## src/design/tsp_pkg.sv

```systemverilog
// Shared constants, state encoding and control structs for the section packetizer.
package tsp_pkg;

  localparam int PAYLOAD_BYTES = 184;
  localparam int POS_W = 8;
  localparam int IDX_W = 6;
  localparam int PID_W = 13;
  localparam int CC_W = 4;
  localparam int LAST_WORD = (PAYLOAD_BYTES - 1) / 4;

  localparam logic [7:0] STUFF_BYTE = 8'hFF;

  typedef enum logic [0:0] {
    ST_IDLE,
    ST_PAD
  } state_e;

  // Controller to datapath.
  typedef struct packed {
    logic push;         // place one byte this cycle
    logic sel_stuff;    // byte is stuffing rather than the input byte
    logic end_section;  // section finished: next packet is a first packet
    logic run_last;     // a word emitted by this push closes the input's run
  } cmd_t;

  // Datapath to controller.
  typedef struct packed {
    logic slot_free;    // output register can take a word this cycle
    logic push_done;    // the byte placed now completes the packet payload
  } status_t;

endpackage

```

## src/design/tsp_ctrl.sv

```systemverilog
// Controller state machine: byte acceptance and end-of-section stuffing sequence.
module tsp_ctrl (
  input  logic            clk_i,
  input  logic            rst_ni,
  input  logic            in_valid_i,
  input  logic            section_end_i,
  output logic            in_ready_o,
  input  tsp_pkg::status_t status_i,
  output tsp_pkg::cmd_t   cmd_o
);
  import tsp_pkg::*;

  state_e state_q, state_d;
  logic   accept;

  assign accept = in_valid_i && status_i.slot_free && (state_q == ST_IDLE);

  always_ff @(posedge clk_i or negedge rst_ni) begin
    if (!rst_ni) begin
      state_q <= ST_IDLE;
    end else begin
      state_q <= state_d;
    end
  end

  always_comb begin
    state_d = state_q;
    unique case (state_q)
      ST_IDLE: begin
        if (accept && section_end_i && !status_i.push_done) begin
          state_d = ST_PAD;
        end
      end
      ST_PAD: begin
        if (status_i.slot_free && status_i.push_done) begin
          state_d = ST_IDLE;
        end
      end
      default: state_d = ST_IDLE;
    endcase
  end

  always_comb begin
    in_ready_o = 1'b0;
    cmd_o      = '0;
    unique case (state_q)
      ST_IDLE: begin
        in_ready_o         = status_i.slot_free;
        cmd_o.push         = accept;
        cmd_o.end_section  = accept && section_end_i && status_i.push_done;
        cmd_o.run_last     = status_i.push_done || !section_end_i;
      end
      ST_PAD: begin
        cmd_o.push         = status_i.slot_free;
        cmd_o.sel_stuff    = 1'b1;
        cmd_o.end_section  = status_i.slot_free && status_i.push_done;
        cmd_o.run_last     = status_i.push_done;
      end
      default: begin
        in_ready_o = 1'b0;
        cmd_o      = '0;
      end
    endcase
  end

endmodule

```

## src/design/tsp_datapath.sv

```systemverilog
// Datapath: payload position, word assembly, packet header fields and output register.
module tsp_datapath (
  input  logic                      clk_i,
  input  logic                      rst_ni,
  input  logic                      cfg_valid_i,
  input  logic                      cfg_ready_i,
  input  logic [tsp_pkg::PID_W-1:0] cfg_stream_pid_i,
  input  logic [7:0]                section_byte_i,
  input  tsp_pkg::cmd_t             cmd_i,
  output tsp_pkg::status_t          status_o,
  input  logic                      out_ready_i,
  output logic                      out_valid_o,
  output logic [31:0]               payload_word_o,
  output logic [tsp_pkg::IDX_W-1:0] word_index_o,
  output logic                      unit_start_o,
  output logic [tsp_pkg::CC_W-1:0]  continuity_o,
  output logic [tsp_pkg::PID_W-1:0] header_pid_o,
  output logic                      packet_done_o,
  output logic                      run_last_o
);
  import tsp_pkg::*;

  logic [PID_W-1:0] pid_q;
  logic [POS_W-1:0] pos_q, pos_eff, pos_new;
  logic             first_q;
  logic [CC_W-1:0]  cc_q;
  logic [23:0]      buf_q;
  logic [1:0]       bcnt_q, bcnt_eff;
  logic [2:0]       cnt;
  logic             ptr_ins, done, emit, slot_free;
  logic [7:0]       byte_in;
  logic [31:0]      word;
  logic             out_valid_q;

  // Pointer byte of a section's first packet: the buffer is already zero, so
  // inserting it only advances the position and byte count by one.
  assign ptr_ins  = !cmd_i.sel_stuff && (pos_q == '0) && first_q;
  assign pos_eff  = pos_q + POS_W'(ptr_ins);
  assign bcnt_eff = bcnt_q + 2'(ptr_ins);
  assign cnt      = {1'b0, bcnt_eff} + 3'd1;
  assign pos_new  = pos_eff + POS_W'(1);
  assign done     = (pos_new >= POS_W'(PAYLOAD_BYTES));
  assign emit     = (cnt == 3'd4) || done;
  assign byte_in  = cmd_i.sel_stuff ? STUFF_BYTE : section_byte_i;

  assign slot_free          = !out_valid_q || out_ready_i;
  assign status_o.slot_free = slot_free;
  assign status_o.push_done = done;

  // Short final words keep their bytes high and stuff the rest.
  always_comb begin
    case (cnt)
      3'd1:    word = {byte_in, {3{STUFF_BYTE}}};
      3'd2:    word = {buf_q[7:0], byte_in, {2{STUFF_BYTE}}};
      3'd3:    word = {buf_q[15:0], byte_in, STUFF_BYTE};
      default: word = {buf_q, byte_in};
    endcase
  end

  always_ff @(posedge clk_i or negedge rst_ni) begin
    if (!rst_ni) begin
      pid_q   <= '0;
      pos_q   <= '0;
      first_q <= 1'b1;
      cc_q    <= '0;
      buf_q   <= '0;
      bcnt_q  <= '0;
    end else begin
      if (cfg_valid_i && cfg_ready_i) begin
        pid_q <= cfg_stream_pid_i;
      end
      if (cmd_i.push) begin
        if (emit) begin
          buf_q  <= '0;
          bcnt_q <= '0;
        end else begin
          buf_q  <= {buf_q[15:0], byte_in};
          bcnt_q <= cnt[1:0];
        end
        // A packet closed by the end of its section makes the next one a first packet.
        if (done) begin
          pos_q   <= '0;
          first_q <= cmd_i.end_section;
          cc_q    <= cc_q + CC_W'(1);
        end else begin
          pos_q <= pos_new;
        end
      end
    end
  end

  always_ff @(posedge clk_i or negedge rst_ni) begin
    if (!rst_ni) begin
      out_valid_q <= 1'b0;
    end else if (cmd_i.push && emit) begin
      out_valid_q <= 1'b1;
    end else if (out_ready_i) begin
      out_valid_q <= 1'b0;
    end
  end

  always_ff @(posedge clk_i) begin
    if (cmd_i.push && emit) begin
      payload_word_o <= word;
      word_index_o   <= pos_eff[POS_W-1:2];
      unit_start_o   <= first_q;
      continuity_o   <= cc_q;
      header_pid_o   <= pid_q;
      packet_done_o  <= done;
      run_last_o     <= cmd_i.run_last;
    end
  end

  assign out_valid_o = out_valid_q;

endmodule

```

## src/design/ts_section_packetizer_top.sv

```systemverilog
// Top level of the transport-stream section packetizer.
//
//  Channel  Direction  Handshake                 Word
//  -------  ---------  ------------------------  -----------------------------------------
//  input    in         in_valid_i / in_ready_o   section_byte_i, section_end_i
//  output   out        out_valid_o / out_ready_i payload_word_o and the packet header fields
//  config   in         cfg_valid_i / cfg_ready_o cfg_stream_pid_i
//
// A section byte is taken in a single push, the pointer byte of a first packet included.
// After the last byte of a section, the packet is padded with stuffing at one byte per
// cycle while the output register can take a word, and the input stalls until the
// padding is done; the single byte-push path in the datapath sets the rate.
// The input also stalls whenever the output register is full and not being taken.
// Reset is asynchronous and active low; the block comes out of reset ready, with the
// continuity counter at zero and the next packet marked as a section start.
// The configuration port is always ready; write it only while the block is idle.
module ts_section_packetizer_top (
  input  logic                      clk_i,
  input  logic                      rst_ni,
  input  logic                      cfg_valid_i,
  output logic                      cfg_ready_o,
  input  logic [tsp_pkg::PID_W-1:0] cfg_stream_pid_i,
  input  logic                      in_valid_i,
  output logic                      in_ready_o,
  input  logic [7:0]                section_byte_i,
  input  logic                      section_end_i,
  output logic                      out_valid_o,
  input  logic                      out_ready_i,
  output logic [31:0]               payload_word_o,
  output logic [tsp_pkg::IDX_W-1:0] word_index_o,
  output logic                      unit_start_o,
  output logic [tsp_pkg::CC_W-1:0]  continuity_o,
  output logic [tsp_pkg::PID_W-1:0] header_pid_o,
  output logic                      packet_done_o,
  output logic                      run_last_o
);
  import tsp_pkg::*;

  cmd_t    cmd;
  status_t status;

  // The stream PID register has no side effects, so writes are always taken.
  assign cfg_ready_o = 1'b1;

  // The controller decides which byte is pushed each cycle and when the section ends.
  tsp_ctrl u_ctrl (
    .clk_i         (clk_i),
    .rst_ni        (rst_ni),
    .in_valid_i    (in_valid_i),
    .section_end_i (section_end_i),
    .in_ready_o    (in_ready_o),
    .status_i      (status),
    .cmd_o         (cmd)
  );

  // The datapath packs bytes into words and holds the output register.
  tsp_datapath u_dp (
    .clk_i            (clk_i),
    .rst_ni           (rst_ni),
    .cfg_valid_i      (cfg_valid_i),
    .cfg_ready_i      (cfg_ready_o),
    .cfg_stream_pid_i (cfg_stream_pid_i),
    .section_byte_i   (section_byte_i),
    .cmd_i            (cmd),
    .status_o         (status),
    .out_ready_i      (out_ready_i),
    .out_valid_o      (out_valid_o),
    .payload_word_o   (payload_word_o),
    .word_index_o     (word_index_o),
    .unit_start_o     (unit_start_o),
    .continuity_o     (continuity_o),
    .header_pid_o     (header_pid_o),
    .packet_done_o    (packet_done_o),
    .run_last_o       (run_last_o)
  );

endmodule

```

## config.mk

```make
export PLATFORM = sky130hd
export DESIGN_NAME = ts_section_packetizer_top
export DESIGN_NICKNAME = d
export VERILOG_FILES = /design/src/design/tsp_pkg.sv /design/src/design/tsp_ctrl.sv /design/src/design/tsp_datapath.sv /design/src/design/ts_section_packetizer_top.sv
export SDC_FILE = /design/constraint.sdc
export NUM_CORES = 1
export LEC_CHECK = 0
export BUFFER_PORTS_ARGS = -buffer_cell sky130_fd_sc_hd__buf_4
export CORE_MARGIN = 1
export CORE_UTILIZATION = 55
export CTS_BUF_LIST = sky130_fd_sc_hd__clkbuf_8
export CTS_CLUSTER_SIZE = 14
export DETAILED_ROUTE_END_ITERATION = 16
export PLACE_DENSITY = 0.81
export SYNTH_ARGS = -nofsm -noshare
export SYNTH_HDL_FRONTEND = slang
export SYNTH_SLANG_ARGS = --single-unit
```

## constraint.sdc

```tcl
create_clock -name clk_i -period 8.45 [get_ports clk_i]
set_clock_uncertainty 0.2 [all_clocks]
set_input_delay 0.4225 -clock clk_i [delete_from_list [all_inputs] [get_ports clk_i]]
set_output_delay 0.4225 -clock clk_i [all_outputs]
set_load 0.1 [all_outputs]
```

## After elaboration in Yosys (flattened, before gate mapping)

Index checks and enable logic that the tools add are counted.

- Add/sub/neg operators: 5
- Magnitude comparators: 1
- Eq/ne operators: 4
- Mux-type cells: 14
- Bitwise gates (word level): 1
- Reduce and logical (&&, ||, !) cells: 19

Operators with widths:

| cell | number |
|---|---|
| 32-bit one-hot mux with 3 select lines | 1 |
| 24-bit 2-to-1 mux | 1 |
| 8-bit 2-to-1 mux | 2 |
| 1-bit logical AND | 9 |
| 8-bit by 1-bit adder with 8-bit output | 1 |
| 8-bit by 1-bit adder with 8-bit output (second input constant) | 1 |
| 8-bit >= comparator (second input constant) | 1 |
| 8-bit zero test | 1 |
| 3-bit by 2-bit == test with 1-bit output (second input constant) | 2 |
| 1-bit 2-to-1 mux | 6 |
| 4-bit by 1-bit adder with 4-bit output (second input constant) | 1 |
| 1-bit zero test | 4 |
| 1-bit one-hot mux with 2 select lines | 2 |
| 2-bit one-hot mux with 2 select lines | 1 |
| 2-bit by 1-bit adder with 3-bit output (second input constant) | 1 |
| 3-bit by 1-bit == test with 1-bit output (second input constant) | 1 |
| 3-bit == test (second input constant) | 1 |
| 1-bit logical OR | 3 |
| 2-bit by 1-bit adder with 2-bit output | 1 |
| 2-bit 2-to-1 mux | 1 |
| 2-bit AND reduction | 1 |
| 2-bit nonzero test | 1 |
| 1-bit inverter | 1 |

- Register bits: 112
- Input bits: 27
- Output and inout port bits: 61
- Word-level logic and storage cells: 59

## Longest topological paths before layout

Gate-level depths: netlist of run 1.

- Word-level depth: 11
- Mapped depth: 15

## Hierarchy

From an unflattened synthesis of run 1, not the netlist that was laid out.

- Cell total of the unflattened synthesis: 421
- Area total of the unflattened synthesis: 5,346.4 µm²

By module, submodules not included:

| module | instances | cells each | area each (µm²) | seq. area each (µm²) |
|---|---|---|---|---|
| tsp_datapath | 1 | 409 | 5,257.5 | 3,069.2 |
| tsp_ctrl | 1 | 10 | 77.6 | 25.0 |
| ts_section_packetizer_top | 1 | 2 | 11.3 | 0.0 |

## Worst setup path before layout of run 1

OpenSTA, ideal clock, no wires.

- Path kind: reg2reg
- Start: register u_ctrl.state_q
- End: register u_dp.continuity_o[0] (netlist name) (enable)
- Arrival time: 5.472 ns
- Required time: 7.776 ns
- Setup slack: 2.304 ns
- Cell stages (with the launch flop): 14
- Period minus slack after synthesis: 6.146 ns
- Path through: dfrtp_1 > clkbuf_1 > or4b_2 > nor4_1 > ha_1 > ha_1 > buf_4 > a21boi_0 > o221ai_1 > o21ai_2 > and4b_1 > o22ai_2 > a21oi_1 > nor2_1

- Cells in the longest elaborated chain, start to end: 9
- Elaborated cells between the ends (all ways): 15
- Classes of those cells: add/sub: 4; order compare: 1; eq/ne: 1; mux: 2; bitwise: 1; reduce/logical: 6

RTL lines:

| what | RTL line | RTL |
|---|---|---|
| start: declaration | tsp_ctrl.sv:13 | `state_e state_q, state_d;` |
| start signal: assignment | tsp_ctrl.sv:22 | `state_q <= state_d;` |
| 1-bit 2-to-1 mux | tsp_ctrl.sv:46 | `unique case (state_q)` |
| 1-bit zero test | tsp_datapath.sv:37 | `assign ptr_ins = !cmd_i.sel_stuff && (pos_q == '0) && first_q;` |
| 1-bit logical AND (2 in series) | tsp_datapath.sv:37 |  |
| 8-bit by 1-bit adder with 8-bit output / 2-bit by 1-bit adder with 2-bit output (equally long branches) | tsp_datapath.sv:38, tsp_datapath.sv:39 |  |
| 8-bit by 1-bit adder with 8-bit output / 2-bit by 1-bit adder with 3-bit output (equally long branches) | tsp_datapath.sv:41, tsp_datapath.sv:40 |  |
| 8-bit >= comparator / 3-bit == test (equally long branches) | tsp_datapath.sv:42, tsp_datapath.sv:43 |  |
| 1-bit logical OR | tsp_datapath.sv:43 | `assign emit = (cnt == 3'd4) \|\| done;` |
| 1-bit logical AND * | tsp_datapath.sv:103 | `if (cmd_i.push && emit) begin` |
| end signal: assignment | tsp_datapath.sv:107 | `continuity_o <= cc_q;` |
| end: declaration | tsp_datapath.sv:16 | `output logic [tsp_pkg::CC_W-1:0] continuity_o,` |

Mark *: on every way between the ends. The rest lies on a longest branch, timed or not.
A chain may end at the register's enable or synchronous reset.

## Worst setup path in the final report of run 1

- Start: register u_ctrl.state_q
- End: register u_dp.header_pid_o[10] (netlist name) (enable)

- Cells in the longest elaborated chain, start to end: 9
- Elaborated cells between the ends (all ways): 15
- Classes of those cells: add/sub: 4; order compare: 1; eq/ne: 1; mux: 2; bitwise: 1; reduce/logical: 6

RTL lines:

| what | RTL line | RTL |
|---|---|---|
| 1-bit 2-to-1 mux | tsp_ctrl.sv:46 |  |
| 1-bit zero test | tsp_datapath.sv:37 |  |
| 1-bit logical AND (2 in series) | tsp_datapath.sv:37 |  |
| 8-bit by 1-bit adder with 8-bit output / 2-bit by 1-bit adder with 2-bit output (equally long branches) | tsp_datapath.sv:38, tsp_datapath.sv:39 |  |
| 8-bit by 1-bit adder with 8-bit output / 2-bit by 1-bit adder with 3-bit output (equally long branches) | tsp_datapath.sv:41, tsp_datapath.sv:40 |  |
| 8-bit >= comparator / 3-bit == test (equally long branches) | tsp_datapath.sv:42, tsp_datapath.sv:43 |  |
| 1-bit logical OR | tsp_datapath.sv:43 |  |
| 1-bit logical AND * | tsp_datapath.sv:103 |  |
| end signal: assignment | tsp_datapath.sv:108 | `header_pid_o <= pid_q;` |
| end: declaration | tsp_datapath.sv:17 | `output logic [tsp_pkg::PID_W-1:0] header_pid_o,` |

Marks and branches as above.

==> impl_metrics.py, run 1 <==
metrics = {
    "placed_design": {
        "io_buffers": 86,
        "place_hpwl_mm": 6.90,
        "place.gp.congestion": 0.867,
    },
    "critical_path": {
        "crit_top_cell": "ha_1",
        "crit_family": "simple AND/OR/NAND/NOR gates",
        "path_cells": "or4b_2 > nor4_1 > ha_1 > ha_1 > nand3_2 > xor2_2 > xor2_1 > a31oi_2 > o22ai_2 > a21oi_1 > nor2_4 > buf_4",
        "startpoint_type": "register",
        "cp.buffers_inverters": 1,
        "crit_arrival_ns": 5.09,
        "crit_slowest_cell": "or4b_2",
        "cpPeakStageDelay_ns": 0.74,
        "crit_required_ns": 8.27,
        "worstSetupPathType": "register to register",
        "path_max_fanout": 39,
        "cp-end-kind": "register",
    },
    "sta": {
        "tightest_slew_ns": 1.21,
        "timing.final.max_slew_violations": 0,
        "final-hold-violation-count": 0,
        "max_freq_mhz": 190,
        "period_share": 0.623,
        "rsz0062_at_grt": "false",
        "timing.setup.tns_ns": 0,
        "slew_headroom": 0.196,
        "post-route-min-period_ns": 5.26,
        "setup_violations": 0,
    },
    "logic_synthesis": {
        "synth-simple-area-share": 0.107,
        "synth_edf_count": 58,
        "synth_cell_types": 63,
        "synth_top_area_share": 0.334,
        "yosys_warnings": 0,
        "ys_seq_area_frac": 0.594,
        "async_reset_ff_frac": 0.482,
        "synth_area_per_cell_um2": 12.6,
        "yosys-top-cells-area": "edfxtp_1 (33%), dfrtp_1 (25%), mux2_2 (4.5%), nand2_1 (3.5%), a21oi_1 (3.5%)",
        "synth_compound_area_frac": 0.155,
        "synth.most_common_cell": "edfxtp_1",
        "yosys-top-cells-count": "edfxtp_1 (58), dfrtp_1 (53), nand2_1 (49)",
        "synth-xor-area-share": 0.0298,
        "synth_top_cell_by_area": "edfxtp_1",
        "synthFlopType": "edfxtp_1",
        "synth_nets": 451,
        "synth-adder-area-share": 0.0216,
        "synth_mux_area_frac": 0.0476,
        "synth_top_family_by_area": "compound AO/OA/AOI/OAI gates",
        "ys_ff_latch": 112,
        "synth_area_mm2": 0.00521,
        "synthCells": 415,
    },
    "cts": {
        "cts-resized-gates": 0,
        "clock_latency_ns": 0.38,
        "clock_sinks": 112,
        "numCtsBuffers": 9,
        "htree_levels": 3,
        "cts-root-buf": "clkbuf_8",
        "clockBufferDepth": 2,
        "cts_tree": "done",
        "clk_pin_slew_worst_paths_ns": 0.11,
    },
    "route": {
        "drt_iter0_drc": 248,
        "drtAntennaViolNets": 0,
        "viasPerCell": 5.86,
        "wirelength_mm": 10.5,
        "routedWlPerCell_um": 17.3,
        "via_count": 3542,
        "post-route-drc-count": 0,
        "dr.pass1.iters": 4,
    },
    "finish": {
        "regArea_mm2": 0.00309,
        "fillCellCount": 680,
        "antennaDiodeCount": 0,
        "multi_input_area_mm2": 0.00191,
        "layout.nets": 524,
        "area.growth.synth_to_final_pct": 17.5,
        "layout-drive-gt1-share": 0.343,
    },
    "floorplanning": {
        "rows": 35,
        "die_h_um": 99.3,
        "dieArea_mm2": 0.00987,
        "core_mm2": 0.00920,
        "die_w_um": 99.3,
        "initial_core_util": 0.567,
        "io_pins": 88,
    },
    "grt": {
        "grt_pass1_vias": 3442,
        "grt-ovfl-total": 0,
        "antenna_found_initial": 0,
        "grt_usage": 0.221,
        "grt_max_degree": 55,
        "grt_pass1_wl_mm": 16.8,
    },
    "min_path": {
        "hold_class": "input port to register",
    },
    "status": {
        "outcome": "completed",
    },
    "flow_run": {
        "drv_cap": 0,
    },
}
## worst paths after layout
kind                                     start               endpoint  cells past startpoint  slack, ns
max                             u_ctrl.state_q  u_dp.header_pid_o[10]                     12       3.19
min                        cfg_stream_pid_i[2]          u_dp.pid_q[2]                      2       0.07
max reg2reg                     u_ctrl.state_q  u_dp.header_pid_o[10]                     12       3.19
min reg2reg                      u_dp.pid_q[6]   u_dp.header_pid_o[6]                      0       0.25
max in group asynchronous               rst_ni         u_dp.pid_q[11]                      2       7.13
min in group asynchronous               rst_ni          u_dp.pos_q[4]                      2       0.42
## cell usage in the layout, fill, tap and decap left out, types with 2 or more instances in the layout
master      n
bufinv_16   2
o31ai_4     3
nor2b_1     4
and2_1      2
mux2_2     21
buf_4      89
o22ai_2     8
nand2_1    49
a221o_1    16
a31oi_1     2
dfrtp_1    53
clkbuf_8    9
or2_2       9
nand3_1     5
inv_1      20
xnor2_1     2
o22ai_1     3
nor2_1      4
a21oi_1    36
inv_6       2
ha_1        9
xor2_1      7
nand3_2     4
nand4_1     2
o211ai_1    2
o21ai_1    10
edfxtp_1   58
o31ai_1    11
o21ai_0     2
xnor2_2     2
nand2b_1    9
## layer usage
metal,vias to the layer above,track usage,share of wire
met5,-,0,0
met4,0,0.101,0.022
met3,18,0.0365,0.058
met2,122,0.363,0.50
met1,1745,0.291,0.42
li1,1657,-,-
## worst reg2reg max path, stage by stage (launching register included)
cell and delay [ns]:
dfrtp_1 0.62, or4b_2 0.75, nor4_1 0.30, ha_1 0.32, ha_1 0.44, nand3_2 0.14
xor2_2 0.27, xor2_1 0.24, a31oi_2 0.15, o22ai_2 0.26, a21oi_1 0.17, nor2_4 0.49
buf_4 0.54
## per-stage QoR
step                setup WS, ns  area [µm²]  utilization  hold slack (ns)  instances
floorplan                   2.30        5210            -          -0.0731        415
global placement            3.44        5890        0.640            0.225        587
detailed placement          3.21        5890        0.640            0.228        587
CTS                         3.18        6120        0.666           0.0666        604
global route                2.80        6120        0.666           0.0643        604
finish                      3.19        6120        0.666           0.0687        604
## repair_timing
action                    4_1_cts  5_1_grt
hold endpoints to repair       53        0
setup buffers                   0        0
hold buffers                    1        0
## layout make-up
type | instances | area share
well taps | 111 | 0.0227
flip-flops and latches | 112 | 0.505
repair buffers | 90 | 0.111
multi-input cells | 254 | 0.311
inverters | 21 | 0.0129
clock buffers | 9 | 0.0202
clock inverters | 7 | 0.0168
## sequential cells by signal (all words and copies together), names as in the netlist
register / flops
u_dp.bcnt_q: 2
u_dp.run_last_o: 1
u_dp.out_valid_o: 1
u_dp.pos_q: 8
u_dp.cc_q: 4
u_dp.payload_word_o: 32
u_dp.continuity_o: 4
u_dp.header_pid_o: 13
u_dp.first_q: 1
u_dp.unit_start_o: 1
u_dp.word_index_o: 6
u_dp.pid_q: 13
u_ctrl.state_q: 1
u_dp.buf_q: 24
u_dp.packet_done_o: 1
## cell families (layout without fill, tap and decap cells)
group           after synthesis  in the layout
compound gates              106            106
xor+xnor                     13             13
fa+ha+maj                     9              9
buf+inv                      49            127
flops                       112            112
mux                          22             22
other cells                   1              1
simple gates                103            103
Power of run 1 is not shown: default switching activity piles up to over one toggle a cycle in this logic, so the estimate is an artifact.
==> inputs of run 2 (changes only) <==
--- a/config.mk
+++ b/config.mk
@@ -5,6 +5,7 @@
 export SDC_FILE = /design/constraint.sdc
 export NUM_CORES = 1
 export LEC_CHECK = 0
+export ABC_AREA = 1
 export BUFFER_PORTS_ARGS = -buffer_cell sky130_fd_sc_hd__buf_4
 export CORE_MARGIN = 1
 export CORE_UTILIZATION = 55
==> constraint.sdc (replaced) <==
create_clock -name clk_i -period 5.4 [get_ports clk_i]
set_clock_uncertainty 0.2 [all_clocks]
set_input_delay 0.27 -clock clk_i [delete_from_list [all_inputs] [get_ports clk_i]]
set_output_delay 0.27 -clock clk_i [all_outputs]
set_load 0.1 [all_outputs]
==> impl_metrics.py, run 2 <==
metrics = {
    "floorplanning": {
        "initial_core_util": 0.581,
        "core_mm2": 0.00889,
        "io_pins": 88,
        "die_h_um": 98.9,
        "rows": 34,
        "die_w_um": 98.9,
        "dieArea_mm2": 0.00978,
    },
    "sta": {
        "timing.final.max_slew_violations": 0,
        "slew_headroom": 0.404,
        "rsz0062_at_grt": "false",
        "timing.setup.tns_ns": 0,
        "tightest_slew_ns": 0.894,
        "period_share": 0.787,
        "max_freq_mhz": 235,
        "setup_violations": 0,
        "final-hold-violation-count": 0,
        "post-route-min-period_ns": 4.25,
        "setup_slack_ns": 1.15,
    },
    "placed_design": {
        "place_inst": 702,
        "io_buffers": 86,
        "place.gp.congestion": 0.886,
        "place_ws_ns": 1.19,
        "place_hpwl_mm": 7.46,
    },
    "critical_path": {
        "cp-end-kind": "register",
        "crit_arrival_ns": 4.10,
        "worstSetupPathType": "register to register",
        "startpoint_type": "register",
        "cpPeakStageDelay_ns": 0.57,
        "path_cells": "inv_1 > nand2_1 > nor3_1 > ha_1 > ha_1 > ha_1 > nand3_1 > nor2_1 > nand2_1 > nand2_1 > nor2_1 > nand2_2 > nand2_4 > nand2_4 > nand2_1 > nand2_1 > inv_2 > buf_12",
        "crit_family": "simple AND/OR/NAND/NOR gates",
        "r2r-start": "u_ctrl.state_q",
        "crit_required_ns": 5.26,
        "rrSetupSlack_ns": 1.15,
        "r2r_end": "u_dp.payload_word_o[27]",
        "cp.buffers_inverters": 3,
        "r2r.worst_path.cells": 18,
        "path_max_fanout": 43,
        "crit_top_cell": "nand2_1",
        "crit_slowest_cell": "dfrtp_1",
    },
    "finish": {
        "largest_reg_flops": 32,
        "final_core_util": 0.704,
        "fillCellCount": 614,
        "layout-drive-gt1-share": 0.230,
        "fin_cells": 735,
        "final_common_cell": "nand2_1",
        "regMostFlops": "u_dp.payload_word_o",
        "multi_input_area_mm2": 0.00177,
        "final_cell_mix": "nand2_1 (148), buf_4 (90), nor2_1 (58), edfxtp_1 (58), dfrtp_1 (53)",
        "area.growth.synth_to_final_pct": 21.1,
        "antennaDiodeCount": 0,
        "layout.nets": 658,
        "regArea_mm2": 0.00309,
        "top_regs": "u_dp.payload_word_o: 32 flops, u_dp.buf_q: 24 flops",
    },
    "route": {
        "dr.pass1.iters": 6,
        "viasPerCell": 5.51,
        "wirelength_mm": 11.4,
        "routedWlPerCell_um": 15.5,
        "drtAntennaViolNets": 0,
        "post-route-drc-count": 0,
        "drt_iter0_drc": 378,
        "via_count": 4052,
    },
    "min_path": {
        "hold_class": "input port to register",
        "hold_end": "u_dp.payload_word_o[0]",
        "hold_path_depth": 3,
        "min_from": "section_byte_i[0]",
    },
    "logic_synthesis": {
        "yosys-top-cells-count": "nand2_1 (148), edfxtp_1 (58), nor2_1 (58)",
        "ys_seq_area_frac": 0.599,
        "synth_nets": 565,
        "yosys_warnings": 0,
        "yosys-top-cells-area": "edfxtp_1 (34%), dfrtp_1 (26%), nand2_1 (11%), nor2_1 (4.2%), nand3_1 (3.7%)",
        "ys_ff_latch": 112,
        "synth_area_mm2": 0.00516,
        "async_reset_ff_frac": 0.482,
        "synthFlopType": "edfxtp_1",
        "synth_cell_types": 35,
        "synthCells": 529,
        "synth_edf_count": 58,
        "synth_top_cell_by_area": "edfxtp_1",
        "synth.most_common_cell": "nand2_1",
        "synth_top_area_share": 0.337,
        "synth_area_per_cell_um2": 9.76,
    },
    "power_and_ir_drop": {
        "powerDensity_mw_per_mm2": 665,
        "leakagePower_nw": 2.81,
        "ir_drop_uv": 278,
        "report.power.total_mw": 4.16,
    },
    "grt": {
        "grt_pass1_vias": 3865,
        "grt_max_degree": 58,
        "grt_pass1_wl_mm": 18.5,
        "grt_usage": 0.244,
        "antenna_found_initial": 0,
        "grt-ovfl-total": 0,
    },
    "cts": {
        "clk_pin_slew_worst_paths_ns": 0.11,
        "htree_levels": 3,
        "clock_sinks": 112,
        "cts_tree": "done",
        "postCtsSetupBuffers": 0,
        "cts-resized-gates": 0,
        "cts-root-buf": "clkbuf_8",
        "clock_latency_ns": 0.37,
        "numCtsBuffers": 9,
        "clockBufferDepth": 2,
    },
    "status": {
        "outcome": "completed",
    },
    "flow_run": {
        "drv_cap": 0,
    },
}
-- run 2: routing by layer --
layer | share of wire | vias to the layer above | routed length (µm) | GRT usage
met5 | 0 | - | 0 | 0
met4 | 0.018 | 0 | 204 | 0.0873
met3 | 0.062 | 21 | 701 | 0.0404
met2 | 0.52 | 188 | 5960 | 0.435
met1 | 0.40 | 1897 | 4510 | 0.299
li1 | - | 1946 | - | -
-- run 2: how the worst max path moves through the flow --
stage	from	endpoint	slack [ns]	cells past startpoint
floorplan	u_ctrl.state_q	u_dp.continuity_o[0]	1.13	18
global placement	u_ctrl.state_q	u_dp.payload_word_o[14]	1.34	18
detailed placement	u_ctrl.state_q	u_dp.payload_word_o[15]	1.19	18
CTS	u_ctrl.state_q	u_dp.payload_word_o[19]	1.17	18
global route	u_ctrl.state_q	u_dp.payload_word_o[18]	0.72	18
finish	u_ctrl.state_q	u_dp.payload_word_o[27]	1.15	18
-- run 2: repair_timing --
action / 4_1_cts / 5_1_grt
endpoints found under the setup margin: 0 / 0
endpoints found under the hold margin: 69 / 0
hold buffers: 17 / 0
-- run 2: final cells by class --
class | count | share of cell area
Clock inverter | 6 | 0.0118
Timing Repair Buffer | 108 | 0.138
Sequential cell | 112 | 0.495
Clock buffer | 10 | 0.0220
Multi-Input combinational cell | 342 | 0.282
Tap cell | 108 | 0.0216
Inverter | 49 | 0.0294
-- run 2: kinds of logic after synthesis --
logic type               share of synthesized area
adder cells (fa/ha/maj)                     0.0218
buffers and inverters                       0.0613
flip-flops                                   0.599
AO/OA/AOI/OAI                               0.0640
multiplexers                                0.0283
other                                     0.000726
XOR/XNOR                                   0.00509
AND/OR/NAND/NOR                              0.220
-- run 2: power by group --
| group | leakage, nW | internal (mW) | switching [mW] | total [mW] |
|---|---|---|---|---|
| combinational | 1.57 | 0.551 | 1.67 | 2.22 |
| clock | 0.102 | 0.196 | 0.301 | 0.496 |
| sequential | 1.14 | 1.27 | 0.170 | 1.44 |
-- run 2: through the flow --
stage	hold slack, ns	area (µm²)
3_5_place_dp	0.172	5870
2_1_floorplan	-0.226	5160
5_1_grt	0.00699	6260
3_3_place_gp	0.166	5870
4_1_cts	0.0000674	6260
6_report	0.00727	6260
-- run 2: worst min-delay path, stage by stage --
cell     delay [ns]
buf_4          0.08
nor2_1         0.05
nand2_1        0.07
No activity file was read; power rests on OpenSTA's default activity.
==> inputs of run 3 (changes only) <==
--- a/config.mk
+++ b/config.mk
@@ -8,11 +8,11 @@
 export ABC_AREA = 1
 export BUFFER_PORTS_ARGS = -buffer_cell sky130_fd_sc_hd__buf_4
 export CORE_MARGIN = 1
-export CORE_UTILIZATION = 55
+export CORE_UTILIZATION = 53
 export CTS_BUF_LIST = sky130_fd_sc_hd__clkbuf_8
 export CTS_CLUSTER_SIZE = 14
 export DETAILED_ROUTE_END_ITERATION = 16
-export PLACE_DENSITY = 0.81
+export PLACE_DENSITY = 0.82
 export SYNTH_ARGS = -nofsm -noshare
 export SYNTH_HDL_FRONTEND = slang
 export SYNTH_SLANG_ARGS = --single-unit
==> constraint.sdc (replaced) <==
create_clock -name clk_i -period 3.73 [get_ports clk_i]
set_clock_uncertainty 0.2 [all_clocks]
set_input_delay 0.1865 -clock clk_i [delete_from_list [all_inputs] [get_ports clk_i]]
set_output_delay 0.1865 -clock clk_i [all_outputs]
set_load 0.1 [all_outputs]
==> impl_metrics.py, run 3 (synthesis results as in run 2) <==
metrics = {
    "route": {
        "dr.pass1.iters": 5,
        "drtAntennaViolNets": 0,
        "via_count": 4158,
        "routedWlPerCell_um": 16.0,
        "viasPerCell": 5.38,
        "post-route-drc-count": 0,
        "drt_iter0_drc": 296,
        "wirelength_mm": 12.4,
    },
    "status": {
        "outcome": "completed",
    },
    "sta": {
        "timing.setup.tns_ns": 0,
        "final-hold-violation-count": 0,
        "rsz0062_at_grt": "false",
        "whs_ns": 0.192,
        "setup_violations": 0,
        "post-route-min-period_ns": 3.47,
        "slew_headroom": 0.426,
        "timing.final.max_slew_violations": 0,
        "period_share": 0.931,
        "tightest_slew_ns": 0.862,
        "max_freq_mhz": 288,
    },
    "power_and_ir_drop": {
        "swShare": 0.509,
        "leakagePower_nw": 2.89,
        "powerDensity_mw_per_mm2": 954,
        "power.switching_mw": 3.15,
        "pwr-share-clk": 0.129,
        "power_frac_comb": 0.532,
        "power_frac_seq": 0.339,
        "ir_drop_uv": 483,
        "intPower_mw": 3.04,
        "report.power.total_mw": 6.19,
    },
    "floorplanning": {
        "dieArea_mm2": 0.0101,
        "initial_core_util": 0.554,
        "rows": 35,
        "io_pins": 88,
        "die_h_um": 101,
        "die_w_um": 101,
        "core_mm2": 0.00933,
    },
    "cts": {
        "htree_levels": 3,
        "postCtsSetupBuffers": 0,
        "clk_pin_slew_worst_paths_ns": 0.13,
        "numCtsBuffers": 9,
        "clock_sinks": 112,
        "cts-root-buf": "clkbuf_8",
        "cts_tree": "done",
        "clock_latency_ns": 0.37,
        "clockBufferDepth": 2,
    },
    "flow_run": {
        "drv_cap": 0,
    },
    "critical_path": {
        "crit_arrival_ns": 3.32,
        "cp-end-kind": "register",
        "crit_end": "u_dp.payload_word_o[1]",
        "worstSetupPathType": "register to register",
        "path_max_fanout": 48,
        "r2r.worst_path.cells": 18,
        "r2r_end": "u_dp.payload_word_o[1]",
        "startpoint_type": "register",
        "crit_required_ns": 3.58,
        "r2r-start": "u_dp.pos_q[1]",
        "crit_path_start": "u_dp.pos_q[1]",
        "rrSetupSlack_ns": 0.26,
    },
    "finish": {
        "regMostFlops": "u_dp.payload_word_o",
        "final_common_cell": "nand2_1",
        "area.growth.synth_to_final_pct": 25.7,
        "antennaDiodeCount": 0,
        "multi_input_area_mm2": 0.00180,
        "largest_reg_flops": 32,
        "regArea_mm2": 0.00309,
        "layout.nets": 675,
        "fillCellCount": 647,
        "layout-drive-gt1-share": 0.242,
        "final_cell_mix": "nand2_1 (147), buf_4 (97), nor2_1 (58), edfxtp_1 (58), dfrtp_1 (53)",
        "top_regs": "u_dp.payload_word_o: 32 flops, u_dp.buf_q: 24 flops",
    },
    "grt": {
        "grt_pass1_vias": 4035,
        "grt_usage": 0.257,
        "grt_pass1_wl_mm": 19.8,
        "antenna_found_initial": 0,
        "grt_max_degree": 58,
        "grt-ovfl-total": 0,
    },
    "placed_design": {
        "place.gp.congestion": 0.828,
        "io_buffers": 86,
        "place_hpwl_mm": 7.79,
    },
    "min_path": {
        "hold_class": "input port to async pin",
    },
}
## run 3: worst max-delay path: stages, from the launching register on
cell        delay, ns
dfrtp_1          0.50
nor2_1           0.14
nand3_1          0.09
nor3_2           0.30
ha_4             0.24
ha_4             0.21
ha_1             0.22
nand3_2          0.10
nor2_1           0.05
nand2_1          0.12
nand2_1          0.08
nor2_1           0.12
nand2_2          0.09
nand2_4          0.10
nand2_4          0.05
nand2_1          0.07
nand2_2          0.07
clkinvlp_4       0.11
buf_12           0.26
## run 3: how the worst min path moves through the flow
stage / startpoint / endpoint / slack (ns) / cells after the start
finish: rst_ni / u_dp.pid_q[0] / 0.19 / 2
global route: rst_ni / u_dp.pid_q[4] / 0.24 / 2
CTS: cfg_valid_i / u_dp.pid_q[6] / 0.002 / 2
detailed placement: rst_ni / u_dp.pid_q[10] / 0.09 / 1
global placement: rst_ni / u_dp.pid_q[10] / 0.08 / 1
floorplan: rst_ni / u_ctrl.state_q / -0.31 / 0
## run 3: per-layer routing
layer,wire length [µm],vias to the layer above,global-route usage
li1,-,1975,-
met1,5280,1953,0.350
met2,5930,208,0.423
met3,856,22,0.0402
met4,312,0,0.0914
met5,0,-,0
## run 3: cell type report
| class | instances | area share |
|---|---|---|
| clock buffers | 9 | 0.0191 |
| clock inverters | 7 | 0.0158 |
| inverters | 49 | 0.0289 |
| multi-input cells | 342 | 0.278 |
| flip-flops and latches | 112 | 0.477 |
| well taps | 129 | 0.0249 |
| repair buffers | 125 | 0.157 |
## run 3: timing repair
action	4_1_cts	5_1_grt
endpoints found under the setup margin	0	6
endpoints found under the hold margin	78	1
resized for setup	0	1
hold buffers	26	1
## run 3: per-stage QoR
step / std cells / area, µm² / util / worst slack [ns]
detailed placement: 730 / 5980 / 0.642 / 0.284
CTS: 772 / 6470 / 0.694 / 0.224
global placement: 730 / 5980 / 0.642 / 0.371
floorplan: 529 / 5200 / - / 0.00754
global route: 773 / 6490 / 0.696 / 0.0351
finish: 773 / 6490 / 0.696 / 0.256
## run 3: power by group through the flow
stage	Sequential, mW	Combinational [mW]	Clock [mW]
after floorplan	3.31	1.28	0
after global placement	2.09	3.17	0
after detailed placement	2.10	3.24	0
after CTS	2.08	3.28	0.797
after global routing	2.14	3.53	0.850
final	2.10	3.30	0.796
